[src/rtl/core/dep_pkg.sv]
// Shared command codes, status codes and control types of the double-ended priority queue.
package dep_pkg;

  localparam int unsigned FuncWidth   = 3;
  localparam int unsigned StatusWidth = 2;

  localparam logic [FuncWidth-1:0] FN_INSERT  = 3'd0;
  localparam logic [FuncWidth-1:0] FN_EXT_MIN = 3'd1;
  localparam logic [FuncWidth-1:0] FN_PEEK_MIN = 3'd2;
  localparam logic [FuncWidth-1:0] FN_EXT_MAX = 3'd3;
  localparam logic [FuncWidth-1:0] FN_PEEK_MAX = 3'd4;
  localparam logic [FuncWidth-1:0] FN_COUNT   = 3'd5;
  localparam logic [FuncWidth-1:0] FN_CLEAR   = 3'd6;

  localparam logic [StatusWidth-1:0] STS_OK    = 2'd0;
  localparam logic [StatusWidth-1:0] STS_EMPTY = 2'd1;
  localparam logic [StatusWidth-1:0] STS_FULL  = 2'd2;

  typedef struct packed {
    logic pop;
    logic push;
    logic clear;
  } pool_cmd_t;

endpackage

[src/rtl/core/dep_tag_pool.sv]
// Free tag pool: a stack of returned tags backed by a counter of never-used tags.
module dep_tag_pool
  import dep_pkg::*;
#(
  parameter int unsigned TagWidth = 8
) (
  input  logic                clk_i,
  input  logic                rst_ni,
  input  pool_cmd_t           cmd_i,
  input  logic [TagWidth-1:0] push_tag_i,
  output logic [TagWidth-1:0] tag_o
);

  localparam int unsigned Depth = 1 << TagWidth;

  logic [TagWidth-1:0] stack_mem [Depth];
  logic [TagWidth:0]   sp_q, sp_d;
  logic [TagWidth:0]   fresh_q, fresh_d;
  logic                use_fresh_q, use_fresh_d;
  logic [TagWidth-1:0] fresh_tag_q;
  logic [TagWidth-1:0] stack_rd_q;
  logic [TagWidth:0]   sp_dec;

  assign sp_dec = sp_q - 1'b1;

  always_comb begin
    sp_d        = sp_q;
    fresh_d     = fresh_q;
    use_fresh_d = use_fresh_q;
    priority if (cmd_i.clear) begin
      sp_d    = '0;
      fresh_d = '0;
    end else if (cmd_i.pop) begin
      if (sp_q != '0) begin
        sp_d        = sp_dec;
        use_fresh_d = 1'b0;
      end else begin
        fresh_d     = fresh_q + 1'b1;
        use_fresh_d = 1'b1;
      end
    end else if (cmd_i.push) begin
      sp_d = sp_q + 1'b1;
    end
  end

  always_ff @(posedge clk_i or negedge rst_ni) begin
    if (!rst_ni) begin
      sp_q        <= '0;
      fresh_q     <= '0;
      use_fresh_q <= 1'b0;
    end else begin
      sp_q        <= sp_d;
      fresh_q     <= fresh_d;
      use_fresh_q <= use_fresh_d;
    end
  end

  always_ff @(posedge clk_i) begin
    if (cmd_i.push && !cmd_i.clear) begin
      stack_mem[sp_q[TagWidth-1:0]] <= push_tag_i;
    end
    stack_rd_q  <= stack_mem[sp_dec[TagWidth-1:0]];
    fresh_tag_q <= fresh_q[TagWidth-1:0];
  end

  assign tag_o = use_fresh_q ? fresh_tag_q : stack_rd_q;

endmodule

[config.mk]
export PLATFORM = sky130hd
export DESIGN_NAME = dep_tag_pool
export DESIGN_NICKNAME = d
export VERILOG_FILES = /design/src/rtl/core/dep_pkg.sv /design/src/rtl/core/dep_tag_pool.sv
export SDC_FILE = /design/constraint.sdc
export NUM_CORES = 2
export LEC_CHECK = 0
export BUFFER_PORTS_ARGS = -buffer_cell sky130_fd_sc_hd__clkbuf_2
export CAP_MARGIN = 10
export CORE_MARGIN = 3
export CORE_UTILIZATION = 50
export CTS_BUF_LIST = sky130_fd_sc_hd__clkbuf_4 sky130_fd_sc_hd__clkbuf_8 sky130_fd_sc_hd__clkbuf_16
export DETAILED_ROUTE_END_ITERATION = 8
export GPL_TIMING_DRIVEN = 0
export HOLD_SLACK_MARGIN = 0.15
export PLACE_DENSITY = 0.74
export SLEW_MARGIN = 20
export SYNTH_ARGS = -nofsm -noshare
export SYNTH_HDL_FRONTEND = slang
export SYNTH_SLANG_ARGS = --single-unit
[constraint.sdc]
create_clock -name clk_i -period 4.9 [get_ports clk_i]
set_clock_uncertainty 0.15 [all_clocks]
set_input_delay 0.98 -clock clk_i [delete_from_list [all_inputs] [get_ports clk_i]]
set_output_delay 0.98 -clock clk_i [all_outputs]
set_load 0.005 [all_outputs]
-- After elaboration in Yosys (flattened, before gate mapping)
Memory sizes are Yosys's and may differ from the RTL's. A register that Yosys moved wholly into a read port is not among the register bits.
Index checks and enable logic that the tools add are counted.
- memories: 1
- memory bits (writable): 2048
- register bits after elaboration: 27
- output and inout port bits: 8
- word-level logic and storage cells: 30
- input port bits: 13
- memories (name ; depth ; width ; rd ports ; clocked after memory_dff ; wr ports ; RTL line ; RTL):
    stack_mem ; 256 ; 8 ; 1 ; 1 ; 1 ; dep_tag_pool.sv:16 ; logic [TagWidth-1:0] stack_mem [Depth];
- muxes and demuxes: 11
- $add $sub $neg: 3
- bitwise gates (word level): 1
- reductions and logical operators: 8
- eq/ne operators: 2
- operators with widths (operator ; count):
    $mux W9 ; 7
    $add A9 B1 Y9 const B ; 2
    $reduce_bool A9 Y1 ; 1
    $sub A9 B1 Y9 const B ; 1
    $mux W8 ; 1
    $reduce_and A2 Y1 ; 3
    $mux W1 ; 3
    $ne A3 B2 Y1 const B ; 1
    $reduce_bool A3 Y1 ; 1
    $ne A2 B2 Y1 const B ; 1
    $reduce_bool A2 Y1 ; 1
    $logic_and A1 B1 Y1 ; 1
    $logic_not A1 Y1 ; 1
    $not A1 Y1 ; 1

-- Longest topological paths before layout
- word-level depth: 4
- mapped depth: 17
- depth with buffers taken out: 9

-- Worst setup path before layout
OpenSTA, ideal clock, no wires.
- path kind: reg-to-reg
- from: register sp_q[0]
- to: register stack_rd_q[6], read port of stack_mem
- path buffers: 8
- data required time: 4.612 ns
- setup slack: 0.964 ns
- period minus slack after synthesis: 3.936 ns
- arrival: 3.648 ns
- cell stages (with the launch flop): 16
- cell sequence: dfrtp_1 clkbuf_1 buf_2 buf_2 buf_2 inv_1 ha_1 buf_2 buf_2 clkbuf_1 clkbuf_1 mux4_2 a211oi_1 o22ai_1 a221oi_1 o221ai_1
- cells in the longest elaborated chain, start to end: 1
- ends and longest elaborated chain (what ; RTL line ; RTL):
    start: declaration ; dep_tag_pool.sv:17 ; logic [TagWidth:0] sp_q, sp_d;
    start signal: assignment ; dep_tag_pool.sv:52 ; sp_q <= sp_d;
    $sub A9 B1 Y9 ; dep_tag_pool.sv:24 ; assign sp_dec = sp_q - 1'b1;
    end: declaration ; dep_tag_pool.sv:21 ; logic [TagWidth-1:0] stack_rd_q;
Every way passes these cells.
A chain may end at the register's enable or synchronous reset.

-- Worst setup path in the final report
- from: register sp_q[0]
- to: register stack_rd_q[2], read port of stack_mem
Same word-level chain as after synthesis.

==> impl_results.md <==
- Status: finished, final reports clean
- Initial antenna violation count: 12
- Pwr Total: 56.4 mW
- Vias per inst: 6.49
- Top FF cell, synth: edfxtp_1
- Routed vias: 41,199
- Slew Viols, Final: 0
- Leak pwr: 28.5 nW
- Cells along the critical path: buf_6 > buf_6 > buf_4 > inv_1 > ha_1 > buf_2 > xor2_4 > nor3b_4 > buf_2 > clkbuf_1 > a22oi_1 > nand2_1 > a221oi_1 > o221ai_2
- Synth Area in Adders: 0.000776
- Final worst path period share: 0.994
- First-pass GRT wire length: 295,000 um
- Tightest Pin Transition: 1.16 ns
- Mean post-synth cell area: 21.3 um^2
- DRC viols: 0
- WL met3: 24,700 um
- Die Span Y: 408 um
- Largest family of logic cells by synthesized area: multiplexers
- Synth Area in Compound Gates: 0.0292
- H-tree Lvls: 4
- Fillers: 11,416
- Mapped Cells: 3,792
- Power per cell area: 618 nW/um^2
- IO buf count: 18
- Final setup fails: 0
- Netlist cell types: 51
- Sequential area share after synthesis: 0.772
- Hold/Removal Path Class: reg -> reg
- #FFs+latches synth: 2,082
- FFs w/ async S/R, synth: 0.00865
- Clock slew at reported path FFs: 0.06 ns
- First-pass DRT Iterations: 6
- Top sig layer: met5
- Post-synth EDFFs: 2,048
- CORE AREA: 159,000 um^2
- M1 wire length: 75,700 um
- RSZ-0062 raised after global routing: false
- Syn_nets: 3,810
- CP required: 5.46 ns
- Synth Area in Simple Gates: 0.0314
- Gpl congestion: 0.975
- Total gr overflow: 0
- Crit start category: flop
- Max clock buf depth: 3
- Final nets: 4,060
- Sink Count: 2,082
- Met2 Routed Length: 95,800 um
- Min cycle time layout: 4.87 ns
- Share of cells above drive strength 1: 0.268
- FMAX: 205 MHz
- CP Max Fanout: 10
- IO Pins: 21
- VDD IR max: 543 uV
- Total CTS buffers: 197
- Tot GR Track Use: 0.247
- Worst-Skew Late Latency: 0.84 ns
- Most frequent cells in the layout: edfxtp_1 (2,048), mux4_2 (512), nor2_1 (281), clkbuf_16 (200), nand2_1 (134)
- DIE WIDTH: 408 um
- Critical-path top delay cell: clkbuf_1
- Vias in the first global route: 40,876
- Commonest non-fill, non-tap cell in the layout: edfxtp_1
- Yosys warning count: 0
- Worst Path Arrival: 5.43 ns
- First DRT Iteration DRCs: 6,416
- Post-DP HPWL: 134,000 um
- MaxCap Viol Count: 0
- Final WL: 206,000 um
- Multiplexer area fraction after synthesis: 0.150
- Area grow syn2layout: 13.2%
- Area share of xor/xnor cells in the synthesized design: 0.00196
- Synthesized cell area: 80,600 um^2
- Worst hold slack: 0.242 ns
- Antenna viol nets, final: 0
- WL/cell: 32.4 um
- Row count: 146
- Slew headroom: 0.225
- CTS tree: done
- Element type at the critical path end: flop
- Clock root buffer master: clkbuf_16
- Largest net degree at the start of global routing: 117
- Die area: 166,000 um^2
- Setup Crit Path Kind: reg -> reg
- Max incr delay on CP: 0.54 ns
- Initial Util: 0.506
- Endpoints failing hold: 0
worst paths after layout:
kind / start / endpoint / slack (ns) / cells past startpoint
max: sp_q[0] / stack_rd_q[2] / 0.03 / 14
min in group asynchronous: rst_ni / fresh_q[7] / 0.54 / 2
min reg2reg: fresh_q[7] / fresh_tag_q[7] / 0.24 / 0
max reg2reg: sp_q[0] / stack_rd_q[2] / 0.03 / 14
max in group asynchronous: rst_ni / sp_q[0] / 3.60 / 2
min: fresh_q[7] / fresh_tag_q[7] / 0.24 / 0
registers in the layout, indices dropped and copies added (netlist names):
register,count
stack_mem,2048
fresh_tag_q,8
stack_rd_q,8
sp_q,9
use_fresh_q,1
fresh_q,8
layer usage:
| metal | GRT usage | vias up |
|---|---|---|
| li1 | - | 16397 |
| met1 | 0.346 | 21526 |
| met2 | 0.377 | 2799 |
| met3 | 0.0593 | 469 |
| met4 | 0.106 | 8 |
| met5 | 0 | - |
through the flow:
step | util | instances | cell area (um^2) | setup TNS, ns | setup WS [ns]
finish | 0.573 | 6352 | 91300 | 0 | 0.0304
global route | 0.573 | 6349 | 91300 | 0 | 0.00379
CTS | 0.573 | 6350 | 91200 | -0.117 | -0.0397
detailed placement | 0.530 | 5989 | 84400 | -23.81 | -2.20
global placement | 0.523 | 5956 | 83400 | -2293.70 | -2.19
floorplan | - | 3792 | 80600 | 0 | 0.964
worst max-delay path, delay by kind of cell, from the launching register on:
kind                     cells  cell delay [ns]
buffers and inverters        7             2.11
AO/OA/AOI/OAI                3             0.75
AND/OR/NAND/NOR              2             0.73
flip-flops                   1             0.45
adder cells (fa/ha/maj)      1             0.28
XOR/XNOR                     1             0.22
cells by family after synthesis:
kind of cell	after synthesis
and+or+nand+nor	576
adders and majority gates	5
DFF	2082
xor gates and xnor gates	18
AOI/OAI and AO/OA	296
buffers and inverters	245
muxes	570
synthesized netlist by cell type (all sizes together), types with 18 or more instances:
cell / number / area [um^2]
edfxtp: 2048 / 61500
mux4: 512 / 11500
nor2: 282 / 1070
nand2: 134 / 503
clkbuf: 132 / 498
buf: 110 / 609
a22oi: 72 / 541
and3: 67 / 419
a211oi: 65 / 528
a22o: 64 / 561
nand3: 55 / 275
mux2i: 50 / 500
o221ai: 24 / 210
dfrtp: 18 / 450
final cells by class:
cell class,count,area [um^2],share of cell area
Clock inverter,119,1010,0.0111
Clock buffer,241,5350,0.0586
Multi-Input combinational cell,1465,17600,0.192
Tap cell,2146,2690,0.0294
Inverter,3,11.3,0.000123
Timing Repair Buffer,52,1080,0.0118
Sequential cell,2082,62300,0.682
Buffer,241,1310,0.0144
Antenna cell,3,7.51,0.0000822
report_power, final:
part	switching, mW	leakage [nW]	internal [mW]
combinational	13.8	6.61	7.81
sequential	0.0674	18.8	19.7
clock	6.63	3.14	8.36
total	20.5	28.5	35.9
what timing repair did:
action | in CTS | in global routing
hold endpoints to repair | 18 | 0
resized for setup | 145 | 20
pin swaps | 5 | 5
setup endpoints to repair | 17 | 70
hold buffers | 1 | 0
setup buffers | 0 | 0
No activity file was read; power rests on OpenSTA's default activity.
